### src/rtl/core/imu_cal_pkg.sv
// Shared types, constants and pipeline stage map for the IMU calibration core.
package imu_cal_pkg;

    localparam int unsigned AXES           = 3;
    localparam int unsigned SAMPLE_W       = 16;
    localparam int unsigned REG_W          = 48;
    localparam int unsigned NUM_REGS       = 5;
    localparam int unsigned REG_IDX_W      = 3;
    localparam int unsigned IMU_WINDOW_LEN = 5;

    // Pipeline stage map, one register stage each.
    localparam int unsigned ST_DIFF    = 0;
    localparam int unsigned ST_PROD    = 1;
    localparam int unsigned ST_CAL     = 2;
    localparam int unsigned ST_SUM     = 3;
    localparam int unsigned ST_MAG     = 4;
    localparam int unsigned ST_RECIP   = 5;
    localparam int unsigned ST_QUO     = 6;
    localparam int unsigned ST_AVG     = 7;
    localparam int unsigned ST_OUT     = 8;
    localparam int unsigned NUM_STAGES = 9;

    localparam logic [REG_W-1:0]           GAIN_ONE_PACKED = 48'h1000_1000_1000;
    localparam logic signed [SAMPLE_W-1:0] GAIN_ONE        = 16'sh1000;

    typedef enum logic [REG_IDX_W-1:0] {
        REG_ACCEL_OFFSETS   = 3'd0,
        REG_ACCEL_GAINS     = 3'd1,
        REG_GYRO_OFFSETS    = 3'd2,
        REG_COMPASS_OFFSETS = 3'd3,
        REG_COMPASS_GAINS   = 3'd4
    } imu_reg_t;

    typedef logic signed [SAMPLE_W-1:0] sample_t;

    typedef struct packed {
        sample_t accel_raw_x;
        sample_t accel_raw_y;
        sample_t accel_raw_z;
        sample_t gyro_raw_x;
        sample_t gyro_raw_y;
        sample_t gyro_raw_z;
        sample_t compass_raw_x;
        sample_t compass_raw_y;
        sample_t compass_raw_z;
    } imu_in_t;

    typedef struct packed {
        sample_t avg_accel_x;
        sample_t avg_accel_y;
        sample_t avg_accel_z;
        sample_t cal_accel_x;
        sample_t cal_accel_y;
        sample_t cal_accel_z;
        sample_t gyro_x;
        sample_t gyro_y;
        sample_t gyro_z;
        sample_t compass_x;
        sample_t compass_y;
        sample_t compass_z;
    } imu_out_t;

    typedef struct packed {
        logic [REG_IDX_W-1:0] index;
        logic [REG_W-1:0]     wdata;
    } imu_cfg_t;

    // Per-stage load strobes: ld[k] loads stage k from stage k-1 (or the input).
    typedef struct packed {
        logic [NUM_STAGES-1:0] ld;
    } imu_pipe_ctrl_t;

endpackage

### src/rtl/core/imu_cal_merge.sv
// Aligns calibrated lanes with the averages and holds the result register.
module imu_cal_merge (
    input  logic                        clk,
    input  imu_cal_pkg::imu_pipe_ctrl_t ctrl,
    input  imu_cal_pkg::sample_t        accel_cal [imu_cal_pkg::AXES],
    input  imu_cal_pkg::sample_t        gyro_cal [imu_cal_pkg::AXES],
    input  imu_cal_pkg::sample_t        compass_cal [imu_cal_pkg::AXES],
    input  imu_cal_pkg::sample_t        accel_avg [imu_cal_pkg::AXES],
    output imu_cal_pkg::imu_out_t       result
);
    import imu_cal_pkg::*;

    localparam int unsigned DLY = ST_AVG - ST_CAL;

    typedef struct packed {
        sample_t [AXES-1:0] accel;
        sample_t [AXES-1:0] gyro;
        sample_t [AXES-1:0] compass;
    } side_t;

    side_t    side_in;
    side_t    dly_reg [DLY];
    imu_out_t out_reg;
    imu_out_t out_next;

    always_comb
    begin
        for (int a = 0; a < AXES; a++)
        begin
            side_in.accel[a]   = accel_cal[a];
            side_in.gyro[a]    = gyro_cal[a];
            side_in.compass[a] = compass_cal[a];
        end
    end

    // Calibrated values ride alongside the averaging stages.
    for (genvar s = 0; s < DLY; s++)
    begin : g_dly
        if (s == 0)
        begin : g_first
            always_ff @(posedge clk)
            begin
                if (ctrl.ld[ST_CAL + 1])
                begin
                    dly_reg[0] <= side_in;
                end
            end
        end
        else
        begin : g_next
            always_ff @(posedge clk)
            begin
                if (ctrl.ld[ST_CAL + 1 + s])
                begin
                    dly_reg[s] <= dly_reg[s-1];
                end
            end
        end
    end

    always_comb
    begin
        out_next.avg_accel_x = accel_avg[0];
        out_next.avg_accel_y = accel_avg[1];
        out_next.avg_accel_z = accel_avg[2];
        out_next.cal_accel_x = dly_reg[DLY-1].accel[0];
        out_next.cal_accel_y = dly_reg[DLY-1].accel[1];
        out_next.cal_accel_z = dly_reg[DLY-1].accel[2];
        out_next.gyro_x      = dly_reg[DLY-1].gyro[0];
        out_next.gyro_y      = dly_reg[DLY-1].gyro[1];
        out_next.gyro_z      = dly_reg[DLY-1].gyro[2];
        out_next.compass_x   = dly_reg[DLY-1].compass[0];
        out_next.compass_y   = dly_reg[DLY-1].compass[1];
        out_next.compass_z   = dly_reg[DLY-1].compass[2];
    end

    always_ff @(posedge clk)
    begin
        if (ctrl.ld[ST_OUT])
        begin
            out_reg <= out_next;
        end
    end

    assign result = out_reg;

endmodule

### config.mk
export PLATFORM = sky130hd
export DESIGN_NAME = imu_cal_merge
export DESIGN_NICKNAME = d
export VERILOG_FILES = /design/src/rtl/core/imu_cal_pkg.sv /design/src/rtl/core/imu_cal_merge.sv
export SDC_FILE = /design/constraint.sdc
export NUM_CORES = 1
export LEC_CHECK = 0
export BUFFER_PORTS_ARGS = -buffer_cell sky130_fd_sc_hd__buf_2
export CAP_MARGIN = 0
export CORE_MARGIN = 2
export CORE_UTILIZATION = 23
export CTS_CLUSTER_DIAMETER = 60
export CTS_CLUSTER_SIZE = 20
export DETAILED_ROUTE_END_ITERATION = 8
export HOLD_SLACK_MARGIN = 0.05
export PLACE_DENSITY_LB_ADDON = 0.3
export SLEW_MARGIN = 25
export SYNTH_ARGS = -nofsm -noshare
export SYNTH_HDL_FRONTEND = slang
export SYNTH_SLANG_ARGS = --single-unit
### constraint.sdc
create_clock -name clk -period 0.8 [get_ports clk]
set_input_delay 0.16 -clock clk [delete_from_list [all_inputs] [get_ports clk]]
set_output_delay 0.16 -clock clk [all_outputs]
set_load 0.05 [all_outputs]
==> impl_results.md <==
- Busiest grt layer: met2
- Synth area leader: edfxtp_1
- Met2 usage: 0.145
- Clk Latency, worst-skew pair: 630 ps
- Worst Hold Class: in2reg
- Vias in the first global route: 12,057
- Congestion Overflow GR: 0
- Total Routing Usage GR: 0.0862
- Core area: 0.118 mm^2
- Die ar.: 0.122 mm^2
- First-pass GRT wire length: 76,100 um
- Chip height: 349 um
- Filler cells: 11,065
- Post-DP HPWL: 36,100 um
- Crit-path max cell delay: 490 ps
- Fin. Hold Viols: 0
- Clock sink count: 912
- Failing checks: setup timing
- Kind of critical path: reg2out
- Maximum vdd drop: 1460 uV
- Crit path from: result[11]$_DFFE_PP_
- Largest delay share family, worst path: flip-flops
- Least-Margin Pin Slew: 634 ps
- R2R Setup Slk: 20 ps
- Post-CTS setup buffers: 0
- Fmax: 683 MHz
- Mapped Area: 0.0274 mm^2
- Distinct cells, synth: 1
- Cell Rows: 126
- CP max FO: 1
- CP Cell Sequence: buf_12
- Syn Inst Count: 912
- Setup-failing EPs final: 564
- RSZ-0062 raised after global routing: yes
- Detailed Route Iter0 Violations: 634
- Sequential share of power: 0.554
- Avg Inst Size Synth: 30.0 um^2
- Multi-Input Combinational: 0
- Max transition margin: 0.576
- Routed vias: 11,273
- Switching pwr: 23.6 mW
- HP Start: ctrl[5]
- Die width: 349 um
- Final wirelength: 53,900 um
- DRT antenna net count: 0
- R2r startpoint: dly_reg[4][52]$_DFFE_PP_
- CP bufs+invs: 1
- Max-slew violation count: 0
- Multi-input logic area: 0 um^2
- Comb pwr share: 0.062
- Largest net degree at the start of global routing: 48
- Status: finished with violations
- CP arrival: 1300 ps
- Final worst setup slack: -664 ps
- Power consumption: 103 mW
- Clk pin slew, worst setup/hold paths: 70 ps
- CP required: 640 ps
- DRC Markers: 0
- CTS tree: built
- Total of warnings raised by yosys: 0
- Max cap viols: 0
- Setup Skew: 18.2 ps
- Syn nets: 1,114
- Leakage: 13.6 nW
- Share of the yosys chip area belonging to registers: 1.00
- Root Buffer: clkbuf_16
- Synth Register Bits: 912
- Deepest clock path buffer count: 3
- Sw Ratio: 0.229
- Max reg flops: 720
- Avg WL per Cell: 16.5 um
- Drt pass-1 iters: 5
- Final period utilization: 1.83
- Int Power: 79.5 mW
- Total power per unit cell area: 2690 mW/mm^2
- Dominant cells by area after synthesis: edfxtp_1
- Slowest CP cell: edfxtp_1
- Port Buf Inserts: 390
- Ant diodes: 0
- Startpoint types: flop
- Clock Power Share: 0.384
- Final-stage net count: 1,863
- Boundary pin count: 394
- Initial antenna violation count: 10
- Tmin final: 1460 ps
- GR Util met3: 0.0282
- H-Tree Level Count: 3
- Layout cell share with drive strength beyond 1: 0.350
- Total CTS buffers: 79
- Sum Neg Setup Slack: -219,630 ps
- Starting Density: 0.232
- Via/cell ratio: 3.46
- Crit end category: output port
- Routing usage on met1: 0.101
- Synth top area share: 1.00
- Area added between synthesis and finish: 39.9%
- GPL Wtd Cong: 0.731
==> per-stage QoR <==
step	std cells	cell area (um^2)	hold WS, ps	setup WS [ps]	utilization
floorplan	912	27400	259	39.4	-
global placement	2915	32400	338	-287	0.275
detailed placement	2915	32400	338	-295	0.275
CTS	3258	38300	-113	-764	0.324
global route	3259	38300	-15.9	-730	0.325
finish	3259	38300	24.7	-664	0.325
==> cell usage in the layout, fill, tap and decap left out, drive strengths merged <==
master / instances
clkinvlp: 7
dlygate4sd3: 199
dlymetal6s4s: 1
clkinv: 27
clkbuf: 85
inv: 22
bufinv: 2
dlymetal6s2s: 1
edfxtp: 912
buf: 467
==> area by class of cell <==
class                 instances  area (um^2)  share of cell area
Sequential cell             912        27400               0.715
Timing Repair Buffer        668         6250               0.163
Clock buffer                 85         2110              0.0549
Tap cell                   1536         1920              0.0501
Clock inverter               58          662              0.0173
==> kinds of logic (layout without fill, tap and decap cells) <==
group | after synthesis | count (layout) | share of synthesized area
flops | 912 | 912 | 1.00
buf+inv | 0 | 811 | 0
==> path summary, 6_finish.rpt <==
kind / to / depth (start not counted)
min: dly_reg[2][74]$_DFFE_PP_ / 2
max reg2reg: result[84]$_DFFE_PP_ / 0
min reg2reg: dly_reg[3][119]$_DFFE_PP_ / 0
max: result[11] / 1
==> power by group through the flow <==
stage          registers (mW)  clock network (mW)  logic, mW
2_1_floorplan            59.8                   0          0
3_3_place_gp             58.1                   0       4.95
3_5_place_dp             58.2                   0       5.01
4_1_cts                  57.2                41.4       6.45
5_1_grt                  57.5                43.2       6.69
6_report                 57.2                39.6       6.35
==> synthesized netlist by cell type <==
library cell / number
edfxtp_1: 912
==> routing by layer <==
metal | wire length [um] | vias up
li1 | - | 5263
met1 | 21800 | 5512
met2 | 26400 | 374
met3 | 3950 | 110
met4 | 1690 | 14
met5 | 96 | -
==> timing repair <==
| item | 4_1_cts | 5_1_grt |
|---|---|---|
| hold buffers | 200 | 7 |
| endpoints found under the hold margin | 796 | 288 |
| setup endpoints to repair | 192 | 648 |
| gates resized for setup | 348 | 3 |
No activity file was read; power rests on OpenSTA's default activity.
