`config.mk`:
```
export PLATFORM = sky130hd
export DESIGN_NAME = imu_cal_axis
export DESIGN_NICKNAME = d
export VERILOG_FILES = /design/src/rtl/core/imu_cal_pkg.sv /design/src/rtl/core/imu_cal_axis.sv
export SDC_FILE = /design/constraint.sdc
export NUM_CORES = 1
export LEC_CHECK = 0
export ABC_CLOCK_PERIOD_IN_PS = 19000
export BUFFER_PORTS_ARGS = -buffer_cell sky130_fd_sc_hd__buf_4
export CAP_MARGIN = 15
export CORE_MARGIN = 2
export CORE_UTILIZATION = 43
export CTS_CLUSTER_SIZE = 20
export DETAILED_ROUTE_END_ITERATION = 10
export MAX_ROUTING_LAYER = met4
export PLACE_DENSITY = 0.69
export REMOVE_ABC_BUFFERS = 1
export SKIP_LAST_GASP = 1
export SLEW_MARGIN = 20
export SYNTH_ARGS = -nofsm -noshare
export SYNTH_HDL_FRONTEND = slang
export SYNTH_SLANG_ARGS = --single-unit
export TNS_END_PERCENT = 1
```
`constraint.sdc`:
```
create_clock -name clk -period 19 [get_ports clk]
set_input_delay 0 -clock clk [delete_from_list [all_inputs] [get_ports clk]]
set_output_delay 0 -clock clk [all_outputs]
set_load 0.01 [all_outputs]
```
`src/rtl/core/imu_cal_pkg.sv`:
```
// Shared types, constants and pipeline stage map for the IMU calibration core.
package imu_cal_pkg;

    localparam int unsigned AXES           = 3;
    localparam int unsigned SAMPLE_W       = 16;
    localparam int unsigned REG_W          = 48;
    localparam int unsigned NUM_REGS       = 5;
    localparam int unsigned REG_IDX_W      = 3;
    localparam int unsigned IMU_WINDOW_LEN = 5;

    // Pipeline stage map, one register stage each.
    localparam int unsigned ST_DIFF    = 0;
    localparam int unsigned ST_PROD    = 1;
    localparam int unsigned ST_CAL     = 2;
    localparam int unsigned ST_SUM     = 3;
    localparam int unsigned ST_MAG     = 4;
    localparam int unsigned ST_RECIP   = 5;
    localparam int unsigned ST_QUO     = 6;
    localparam int unsigned ST_AVG     = 7;
    localparam int unsigned ST_OUT     = 8;
    localparam int unsigned NUM_STAGES = 9;

    localparam logic [REG_W-1:0]           GAIN_ONE_PACKED = 48'h1000_1000_1000;
    localparam logic signed [SAMPLE_W-1:0] GAIN_ONE        = 16'sh1000;

    typedef enum logic [REG_IDX_W-1:0] {
        REG_ACCEL_OFFSETS   = 3'd0,
        REG_ACCEL_GAINS     = 3'd1,
        REG_GYRO_OFFSETS    = 3'd2,
        REG_COMPASS_OFFSETS = 3'd3,
        REG_COMPASS_GAINS   = 3'd4
    } imu_reg_t;

    typedef logic signed [SAMPLE_W-1:0] sample_t;

    typedef struct packed {
        sample_t accel_raw_x;
        sample_t accel_raw_y;
        sample_t accel_raw_z;
        sample_t gyro_raw_x;
        sample_t gyro_raw_y;
        sample_t gyro_raw_z;
        sample_t compass_raw_x;
        sample_t compass_raw_y;
        sample_t compass_raw_z;
    } imu_in_t;

    typedef struct packed {
        sample_t avg_accel_x;
        sample_t avg_accel_y;
        sample_t avg_accel_z;
        sample_t cal_accel_x;
        sample_t cal_accel_y;
        sample_t cal_accel_z;
        sample_t gyro_x;
        sample_t gyro_y;
        sample_t gyro_z;
        sample_t compass_x;
        sample_t compass_y;
        sample_t compass_z;
    } imu_out_t;

    typedef struct packed {
        logic [REG_IDX_W-1:0] index;
        logic [REG_W-1:0]     wdata;
    } imu_cfg_t;

    // Per-stage load strobes: ld[k] loads stage k from stage k-1 (or the input).
    typedef struct packed {
        logic [NUM_STAGES-1:0] ld;
    } imu_pipe_ctrl_t;

endpackage

```
`src/rtl/core/imu_cal_axis.sv`:
```
// One calibration lane: offset subtract, Q4.12 gain, truncate toward zero, saturate.
module imu_cal_axis (
    input  logic                       clk,
    input  imu_cal_pkg::imu_pipe_ctrl_t ctrl,
    input  imu_cal_pkg::sample_t       raw,
    input  imu_cal_pkg::sample_t       off,
    input  imu_cal_pkg::sample_t       gain,
    output imu_cal_pkg::sample_t       cal
);
    import imu_cal_pkg::*;

    localparam int unsigned DIFF_W = SAMPLE_W + 1;
    localparam int unsigned PROD_W = DIFF_W + SAMPLE_W;
    localparam int unsigned FRAC_W = 12;
    localparam int unsigned QUO_W  = PROD_W - FRAC_W;

    logic signed [DIFF_W-1:0] diff_reg;
    logic signed [PROD_W-1:0] prod_reg;
    sample_t                  cal_reg;
    logic signed [PROD_W-1:0] biased;
    logic signed [QUO_W-1:0]  quo;
    sample_t                  cal_next;

    // Bias negatives by 2^12-1 so the arithmetic shift rounds toward zero.
    always_comb
    begin
        biased = prod_reg + (prod_reg[PROD_W-1] ? PROD_W'((1 << FRAC_W) - 1) : '0);
        quo    = biased[PROD_W-1:FRAC_W];
        if (quo > QUO_W'(32767))
        begin
            cal_next = 16'sh7fff;
        end
        else if (quo < -QUO_W'(32768))
        begin
            cal_next = 16'sh8000;
        end
        else
        begin
            cal_next = quo[SAMPLE_W-1:0];
        end
    end

    always_ff @(posedge clk)
    begin
        if (ctrl.ld[ST_DIFF])
        begin
            diff_reg <= DIFF_W'(raw) - DIFF_W'(off);
        end
        if (ctrl.ld[ST_PROD])
        begin
            prod_reg <= PROD_W'(diff_reg) * PROD_W'(gain);
        end
        if (ctrl.ld[ST_CAL])
        begin
            cal_reg <= cal_next;
        end
    end

    assign cal = cal_reg;

endmodule

```
==> key figures <==
Floorplan
  – FP Rows: 65
  – I/O pin total: 74
  – DIE WIDTH: about 180 µm
  – Die area: roughly 34,000 µm²
  – Core Region: ~32,000 µm²
  – Starting density of the core: a little over two fifths
  – DIE HEIGHT: 184 µm

STA
  – Final setup violation count: 0
  – Final hold vios: 0
  – Setup TNS: 0 ps
  – Worst slew pin tran: 738 ps
  – Fmax: between 0.1 and 0.15 GHz
  – RSZ-0062 raised after global routing: false
  – Worst slew margin: approximately half
  – Clock Skew: ~12 ps
  – Final setup margin: 12,300 ps
  – Period minus WS final: approximately 6700 ps
  – Max-slew violation count: 0
  – Crit share post-route: between 30% and 40%

Worst hold path
  – Min-Delay Path Class: input pin to register
  – Min-delay src: ctrl[0]

Drt
  – Drt first pass iters: 5
  – DRT antenna net count: 0
  – DR DRC count: 0
  – Final wirelength: approximately 29,000 µm
  – Routed length per placed instance: ~15 µm
  – Via-to-Cell Ratio: roughly 5
  – Initial DRC Count: approximately 440
  – Detailed-route via count: ~9,700

Worst setup path
  – Crit path launch: diff_reg[9]
  – Crit path max fanout: 16
  – Crit end category: register
  – Crit-path slowest cell: edfxtp_1
  – Critical Path RT: 19,080 ps
  – Most used cell along the critical path: fa_1
  – Worst setup SP type: register
  – WS Path Type: register to register
  – CP max stage delay: roughly 700 ps
  – Worst reg2reg path startpoint: diff_reg[9]
  – Worst path cell trace: and2_1 -> fa_1 -> inv_1 -> fa_1 -> fa_1 -> inv_1 -> fa_1 -> fa_1 -> inv_1 -> fa_1 -> inv_1 -> ha_1 -> a21oi_1 -> o21ai_0 -> nor4b_2 -> nor3_1 -> or3_1 -> a31o_1 -> xor2_1
  – Arrival time worst endpoint: 6780 ps

Final layout
  – Layout Nets: between 1,500 and 2,000
  – Antenna diodes: 0
  – Number of flip-flops in the largest register: 33
  – Area Growth Syn to Fin: 8.16%
  – Share of cells above drive strength 1: around 6.1%
  – Final Cell Area: between 15,000 and 20,000 µm²

Placement
  – Dpl ws: approximately 12,000 ps
  – Routability congestion estimate: between 0.9 and 1
  – Area after DPL: about 15,000 µm²
  – Post-DP HPWL: between 20,000 and 25,000 µm
  – Buffers on Ports: 67

Clock network
  – Clock root buffer: clkbuf_16
  – Hold-fix buffers, CTS: 0
  – Clock Pin Slew Worst Setup and Hold Paths: roughly 60 ps
  – Setup bufs post-CTS: 0
  – Clock Path Buffers: 2
  – Inserted Clock Buffers: 9
  – Cts repair resizes: 0
  – H-Tree Depth: 3
  – Worst skew pair latency: between 300 and 400 ps
  – Clock Sinks: 66
  – CTS tree: done

Synth
  – Mean Syn Cell Area: 9.53 µm²
  – Fraction of registers with async set/reset: 0%
  – EDFF count, synth: between 60 and 70
  – Top cell type's share of synthesized area: 39.9%
  – Main flop type after synthesis: edfxtp_1
  – Syn Std Cell Area: around 14,000 µm²
  – Number of synthesis warnings: 0
  – Sequential fraction of the synthesis area: 14.3%
  – Cells after Synth: around 1,500
  – Synth area leaders: fa_1 (40%), edfxtp_1 (14%), ha_1 (10%)
  – FF+latch count, synth: 66
  – Post-synth top area cell: fa_1
  – Synth unique cells: between 50 and 60

Global routing
  – Initial antenna violation count: 0
  – Congestion Overflow GR: 0
  – Largest net degree at the start of global routing: 34
  – Global-route wire length before repair: 50,700 µm
  – Total track usage: a little under a fifth
  – Vias in the first global route: about 11,000

Run
  – Max Cap Viol: 0

Run status
  – Status: completed
-- Yosys cell counts (all sizes together) (3+ instances only) --
master,number
o21ai,34
o211ai,5
or3,8
a21oi,34
buf,4
o21a,7
and4,4
nor3,17
edfxtp,66
a21boi,3
fa,277
nand2,154
ha,111
xnor2,45
nor4,3
clkbuf,41
and3,10
xor2,15
nand3,16
nand4,7
nor2b,6
or2,3
a211oi,6
o31ai,3
and2,131
inv,351
a31oi,7
nand2b,8
nor2,41
o21bai,3
a21o,16
-- area by class of cell --
cell class	instances	area, µm²
clock inverter	7	76.3
timing repair buffer	67	503
multi-input combinational	996	10400
tap	402	503
inverter	351	1320
sequential	66	1980
clock buffer	9	225
fill	2960	16700
-- stage by stage --
| step | utilization [%] | hold WS, ps | std cells |
|---|---|---|---|
| final | 47.4 | 32.2 | 1898 |
| after global routing | 47.4 | 25.0 | 1898 |
| after CTS | 47.4 | 25.0 | 1898 |
| after detailed placement | 46.4 | 378 | 1882 |
| after global placement | 46.4 | 371 | 1882 |
| after floorplan | - | 112 | 1413 |
-- cells by family after synthesis --
kind of cell / after synthesis / synth area share, %
adders and majority gates: 388 / 49.9
and+or+nand+nor: 412 / 15.0
AOI/OAI and AO/OA: 135 / 6.31
DFF: 66 / 14.3
muxes: 1 / 0.0720
xor gates and xnor gates: 60 / 3.78
buffers and inverters: 396 / 10.7
-- routing by layer --
layer / global-route usage, % / part of all wire, %
met3: 3.43 / 6.4
met5: - / 0
met4: 4.10 / 1.4
met2: 32.3 / 49
met1: 24.4 / 43
-- layout by cell type (no fill, tap or decap), drive strengths merged, types with 8 or more instances in the layout --
master and count:
nor3 17, nand2 154, xor2 15, or3 8
a21o 16, inv 354, clkbuf 9, a21oi 34
o21ai 34, fa 277, and2 131, nor2 41
edfxtp 66, buf 67, nand2b 8, ha 111
nand3 16, xnor2 45, and3 10
-- worst paths after layout --
path                            slack [ps]  cells after the start      endpoint
worst max-delay path                 12300                     19  prod_reg[30]
worst min-delay path                    30                      1  diff_reg[15]
worst max register to register       12300                     19  prod_reg[30]
worst min register to register         670                      2       cal[13]
-- critical path, delay by kind of cell, from the launching register on --
kind                       cells  cell delay (ps)
xor gates and xnor gates       1              130
buffers and inverters          4              200
DFF                            1              700
AOI/OAI and AO/OA              3              710
and+or+nand+nor                4             1330
adders and majority gates      7             3390
Power is not shown: default switching activity piles up to over one toggle a cycle in this logic, so the estimate is an artifact.
