**src/rtl/core/imu_cal_pkg.sv**
```systemverilog
// Shared types, constants and pipeline stage map for the IMU calibration core.
package imu_cal_pkg;

    localparam int unsigned AXES           = 3;
    localparam int unsigned SAMPLE_W       = 16;
    localparam int unsigned REG_W          = 48;
    localparam int unsigned NUM_REGS       = 5;
    localparam int unsigned REG_IDX_W      = 3;
    localparam int unsigned IMU_WINDOW_LEN = 5;

    // Pipeline stage map, one register stage each.
    localparam int unsigned ST_DIFF    = 0;
    localparam int unsigned ST_PROD    = 1;
    localparam int unsigned ST_CAL     = 2;
    localparam int unsigned ST_SUM     = 3;
    localparam int unsigned ST_MAG     = 4;
    localparam int unsigned ST_RECIP   = 5;
    localparam int unsigned ST_QUO     = 6;
    localparam int unsigned ST_AVG     = 7;
    localparam int unsigned ST_OUT     = 8;
    localparam int unsigned NUM_STAGES = 9;

    localparam logic [REG_W-1:0]           GAIN_ONE_PACKED = 48'h1000_1000_1000;
    localparam logic signed [SAMPLE_W-1:0] GAIN_ONE        = 16'sh1000;

    typedef enum logic [REG_IDX_W-1:0] {
        REG_ACCEL_OFFSETS   = 3'd0,
        REG_ACCEL_GAINS     = 3'd1,
        REG_GYRO_OFFSETS    = 3'd2,
        REG_COMPASS_OFFSETS = 3'd3,
        REG_COMPASS_GAINS   = 3'd4
    } imu_reg_t;

    typedef logic signed [SAMPLE_W-1:0] sample_t;

    typedef struct packed {
        sample_t accel_raw_x;
        sample_t accel_raw_y;
        sample_t accel_raw_z;
        sample_t gyro_raw_x;
        sample_t gyro_raw_y;
        sample_t gyro_raw_z;
        sample_t compass_raw_x;
        sample_t compass_raw_y;
        sample_t compass_raw_z;
    } imu_in_t;

    typedef struct packed {
        sample_t avg_accel_x;
        sample_t avg_accel_y;
        sample_t avg_accel_z;
        sample_t cal_accel_x;
        sample_t cal_accel_y;
        sample_t cal_accel_z;
        sample_t gyro_x;
        sample_t gyro_y;
        sample_t gyro_z;
        sample_t compass_x;
        sample_t compass_y;
        sample_t compass_z;
    } imu_out_t;

    typedef struct packed {
        logic [REG_IDX_W-1:0] index;
        logic [REG_W-1:0]     wdata;
    } imu_cfg_t;

    // Per-stage load strobes: ld[k] loads stage k from stage k-1 (or the input).
    typedef struct packed {
        logic [NUM_STAGES-1:0] ld;
    } imu_pipe_ctrl_t;

endpackage

```
**src/rtl/core/imu_cal_avg.sv**
```systemverilog
// Moving-average lane: ring store, running sum, divide by window via reciprocal.
module imu_cal_avg #(
    parameter int unsigned WINDOW_LEN = imu_cal_pkg::IMU_WINDOW_LEN
) (
    input  logic                        clk,
    input  logic                        rst_n,
    input  imu_cal_pkg::imu_pipe_ctrl_t ctrl,
    input  imu_cal_pkg::sample_t        cal_in,
    output imu_cal_pkg::sample_t        avg
);
    import imu_cal_pkg::*;

    localparam int unsigned SUM_W  = SAMPLE_W + $clog2(WINDOW_LEN);
    localparam int unsigned SLOT_W = (WINDOW_LEN > 1) ? $clog2(WINDOW_LEN) : 1;
    localparam int unsigned RCP_W  = SUM_W + 1;
    localparam int unsigned PROD_W = SUM_W + RCP_W;
    localparam logic [RCP_W-1:0] RECIP = RCP_W'((64'd1 << SUM_W) / WINDOW_LEN);

    sample_t                 store_reg [WINDOW_LEN];
    logic [SLOT_W-1:0]       slot_reg;
    logic signed [SUM_W-1:0] sum_reg;
    logic [SUM_W-1:0]        mag_reg;
    logic                    neg_mag_reg;
    logic [PROD_W-1:0]       prod_reg;
    logic [SUM_W-1:0]        mag_rcp_reg;
    logic                    neg_rcp_reg;
    logic [SUM_W-1:0]        q0_reg;
    logic [SUM_W-1:0]        rem_reg;
    logic                    neg_quo_reg;
    sample_t                 avg_reg;

    logic signed [SUM_W-1:0] sum_next;
    logic [SLOT_W-1:0]       slot_next;
    logic [SUM_W-1:0]        q0;
    logic [SUM_W-1:0]        quo;
    logic [SUM_W-1:0]        quo_signed;

    always_comb
    begin
        sum_next  = sum_reg - SUM_W'(store_reg[slot_reg]) + SUM_W'(cal_in);
        slot_next = (slot_reg == SLOT_W'(WINDOW_LEN - 1)) ? '0 : slot_reg + 1'b1;
        q0        = prod_reg[SUM_W +: SUM_W];
        // Reciprocal estimate is low by at most one.
        quo        = q0_reg + SUM_W'(rem_reg >= SUM_W'(WINDOW_LEN));
        quo_signed = neg_quo_reg ? SUM_W'(-quo) : quo;
    end

    // Window state: oldest sample leaves the sum as the new one enters.
    always_ff @(posedge clk or negedge rst_n)
    begin
        if (!rst_n)
        begin
            for (int i = 0; i < WINDOW_LEN; i++)
            begin
                store_reg[i] <= '0;
            end
            sum_reg  <= '0;
            slot_reg <= '0;
        end
        else if (ctrl.ld[ST_SUM])
        begin
            store_reg[slot_reg] <= cal_in;
            sum_reg             <= sum_next;
            slot_reg            <= slot_next;
        end
    end

    always_ff @(posedge clk)
    begin
        if (ctrl.ld[ST_MAG])
        begin
            neg_mag_reg <= sum_reg[SUM_W-1];
            mag_reg     <= sum_reg[SUM_W-1] ? SUM_W'(-sum_reg) : SUM_W'(sum_reg);
        end
        if (ctrl.ld[ST_RECIP])
        begin
            prod_reg    <= PROD_W'(mag_reg) * PROD_W'(RECIP);
            mag_rcp_reg <= mag_reg;
            neg_rcp_reg <= neg_mag_reg;
        end
        if (ctrl.ld[ST_QUO])
        begin
            q0_reg      <= q0;
            rem_reg     <= mag_rcp_reg - SUM_W'(q0 * SUM_W'(WINDOW_LEN));
            neg_quo_reg <= neg_rcp_reg;
        end
        if (ctrl.ld[ST_AVG])
        begin
            avg_reg <= quo_signed[SAMPLE_W-1:0];
        end
    end

    assign avg = avg_reg;

endmodule

```
**config.mk**
```make
export PLATFORM = sky130hd
export DESIGN_NAME = imu_cal_avg
export DESIGN_NICKNAME = d
export VERILOG_FILES = /design/src/rtl/core/imu_cal_pkg.sv /design/src/rtl/core/imu_cal_avg.sv
export SDC_FILE = /design/constraint.sdc
export NUM_CORES = 1
export LEC_CHECK = 0
export ABC_AREA = 1
export BUFFER_PORTS_ARGS = -buffer_cell sky130_fd_sc_hd__clkbuf_2
export CELL_PAD_IN_SITES_DETAIL_PLACEMENT = 0
export CELL_PAD_IN_SITES_GLOBAL_PLACEMENT = 1
export CORE_MARGIN = 5
export CORE_UTILIZATION = 35
export CTS_CLUSTER_DIAMETER = 30
export DETAILED_ROUTE_END_ITERATION = 6
export GPL_TIMING_DRIVEN = 0
export PLACE_DENSITY = 0.7
export SETUP_SLACK_MARGIN = 0.5
export SYNTH_ARGS = -nofsm -noshare
export SYNTH_HDL_FRONTEND = slang
export SYNTH_SLANG_ARGS = --single-unit
```
**constraint.sdc**
```tcl
create_clock -name clk -period 16.1 [get_ports clk]
set_clock_uncertainty 0.15 [all_clocks]
set_input_delay 4.025 -clock clk [delete_from_list [all_inputs] [get_ports clk]]
set_output_delay 4.025 -clock clk [all_outputs]
set_load 0.02 [all_outputs]
```
==> impl_metrics.py <==
metrics = {
    "status": {
        "status": "completed",
    },
    "clocking": {
        "cts.sinks": 211,
        "cts_tree": "yes",
        "clkTransAtPathRegs_ns": 0.05,
        "htree_levels": 2,
        "cts.repair.resized": 0,
        "worstSkewPairLatency_ns": 0.60,
        "clockBufferDepth": 3,
        "cts_root_buf": "clkbuf_16",
        "holdBufCountCts": 0,
        "numCtsBuffers": 54,
        "post_cts_buffers": 0,
    },
    "global_routing": {
        "grt_max_degree": 103,
        "gr-usage-met1": 0.187,
        "grt-busiest-layer": "met2",
        "grt_pass1_wl_mm": 73.2,
        "met3_usage": 0.0216,
        "antenna_found_initial": 0,
        "grtUsageTotal": 0.163,
        "grt-ovfl-total": 0,
        "grt_pass1_vias": 14100,
        "grt_util_met2": 0.312,
    },
    "finish": {
        "layout_commonest_cell": "nand2_1",
        "largest_register_ffs": 80,
        "final_layout_size_suffix_gt1_frac": 0.0737,
        "fin_nets": 2491,
        "final_cell_mix": "nand2_1 (415), inv_1 (405), ha_1 (204), o21ai_0 (150), fa_1 (131)",
        "syn_to_final_growth_pct": 16.5,
        "fill_cells": 5046,
        "antenna_cells": 0,
        "layout.cells.non_filler": 2844,
    },
    "floorplanning": {
        "die_y_um": 235,
        "dieArea_um2": 55400,
        "core_um2": 50200,
        "initial_utilization": 0.354,
        "ioPinCount": 43,
        "num_rows": 82,
        "die_w_um": 235,
    },
    "yosys": {
        "yosys.area.top_type": "edfxtp_1",
        "seq_area_frac_synth": 0.328,
        "synth_cell_types": 41,
        "yosysTopAreaCellShare": 0.184,
        "syn_inst": 2035,
        "synth_area_leaders": "edfxtp_1 (18%), fa_1 (15%), dfrtp_1 (14%)",
        "synth_top_family_by_area": "adder cells",
        "syn_area_per_cell_um2": 8.73,
        "synth_xor_area_frac": 0.0325,
        "synth-simple-area-share": 0.167,
        "yosys_warnings": 0,
        "synthFlopType": "edfxtp_1",
        "netlist_area_um2": 17800,
        "synth_adder_area_share": 0.291,
        "synth_edf_count": 109,
        "syn_nets": 2397,
        "synthMuxAreaShare": 0,
        "ys_ff_latch": 211,
        "synth_compound_area_frac": 0.0886,
        "synthArstFlopShare": 0.483,
    },
    "sta": {
        "hold_violations": 0,
        "tns_ns": 0,
        "setup_viol_count_final": 0,
        "period_share": 0.376,
        "slew_violations": 0,
        "rsz0062_at_grt": "no",
        "hold_ws_ns": 0.273,
        "post-route-min-period_ns": 6.06,
        "tightest_slew_ns": 0.921,
        "fmax_mhz": 165,
        "relSlewSlack": 0.386,
    },
    "min_path": {
        "worstHoldPathType": "register to register",
        "whs_path_depth": 0,
    },
    "critical_path": {
        "cp_max_fo": 6,
        "worstPathRequired_ns": 16.41,
        "crit_arrival_ns": 6.37,
        "critical_path.startpoint_type": "primary input",
        "crit_path_end_kind": "register",
        "worstSetupPathType": "primary input to register",
        "r2r_cells": 20,
    },
    "detailed_routing": {
        "drt_iter0_drc": 543,
        "via_per_inst": 4.75,
        "firstDrtPassIters": 5,
        "ant_nets": 0,
        "vias": 13500,
        "wl_mm": 44.8,
        "drc_errors": 0,
        "avgRoutedWirePerCell_um": 15.8,
    },
    "place": {
        "portBuffers": 38,
        "hpwl_mm": 37.3,
        "place_inst": 2745,
        "gp_congestion": 0.934,
    },
    "job": {
        "max_cap_viol_count": 0,
    },
}
==> through the flow <==
| step | utilization | setup slack (ns) | area, um^2 |
|---|---|---|---|
| final | 0.413 | 10.04 | 20700 |
| after global routing | 0.413 | 9.74 | 20700 |
| after CTS | 0.413 | 10.01 | 20700 |
| after detailed placement | 0.375 | 9.40 | 18800 |
| after global placement | 0.375 | 9.38 | 18800 |
| after floorplan | - | 9.91 | 17800 |
==> final timing paths <==
kind	start	to	slack, ns
min in group asynchronous	rst_n	sum_reg[8]	3.39
max reg2reg	mag_reg[2]	prod_reg[35]	10.16
max in group asynchronous	rst_n	sum_reg[3]	11.84
max	cal_in[1]	sum_reg[18]	10.04
min reg2reg	neg_rcp_reg	neg_quo_reg	0.27
min	neg_rcp_reg	neg_quo_reg	0.27
==> synth_stat cells (5+ instances only) <==
| cell type | number |
|---|---|
| nor2_1 | 126 |
| inv_1 | 405 |
| o21bai_1 | 11 |
| nand3_1 | 77 |
| xnor2_1 | 15 |
| or2_2 | 6 |
| o21a_1 | 6 |
| nor4_1 | 8 |
| fa_1 | 131 |
| ha_1 | 204 |
| nand4_1 | 22 |
| a21o_1 | 6 |
| o21ai_1 | 5 |
| a21oi_1 | 78 |
| dfrtp_1 | 102 |
| nand2_2 | 14 |
| o22ai_1 | 5 |
| nand2_1 | 415 |
| nor3_1 | 13 |
| o2111ai_1 | 15 |
| clkbuf_1 | 28 |
| o21ai_0 | 150 |
| xor2_1 | 51 |
| edfxtp_1 | 109 |
==> cell families after synthesis <==
kind of cell / after synthesis
xor+xnor: 66
fa+ha+maj: 335
compound gates: 286
flops: 211
buf+inv: 438
simple gates: 699
==> final cells by class <==
type / instances / area [um^2] / share of cell area
Tap cell: 672 / 841 / 0.0406
Buffer: 32 / 124 / 0.00598
Sequential cell: 211 / 5830 / 0.281
Inverter: 406 / 1520 / 0.0736
Timing Repair Buffer: 38 / 199 / 0.00961
Multi-Input combinational cell: 1386 / 10300 / 0.497
Clock buffer: 68 / 1500 / 0.0722
Clock inverter: 31 / 400 / 0.0193
==> worst max-delay path: stages <==
cell      delay (ns)
clkbuf_2        0.08
inv_1           0.19
fa_1            0.48
fa_1            0.43
inv_1           0.07
nand2_1         0.06
o21ai_1         0.27
nand2_1         0.09
nand2_1         0.12
nand2_1         0.06
nand2_1         0.14
nand2_1         0.11
nand2_1         0.08
nand2_1         0.05
nand3_1         0.06
nand2_1         0.06
==> per-layer routing <==
metal,vias to the layer above,part of all wire,wire (um)
met5,-,0,0
met3,78,0.027,1210
met2,220,0.54,24200
met4,0,0.029,1290
li1,6752,-,-
met1,6462,0.40,18100
Power is left out: the tool's default activity adds up to more than one toggle a clock period on the data nets, which glitch-free logic cannot reach.
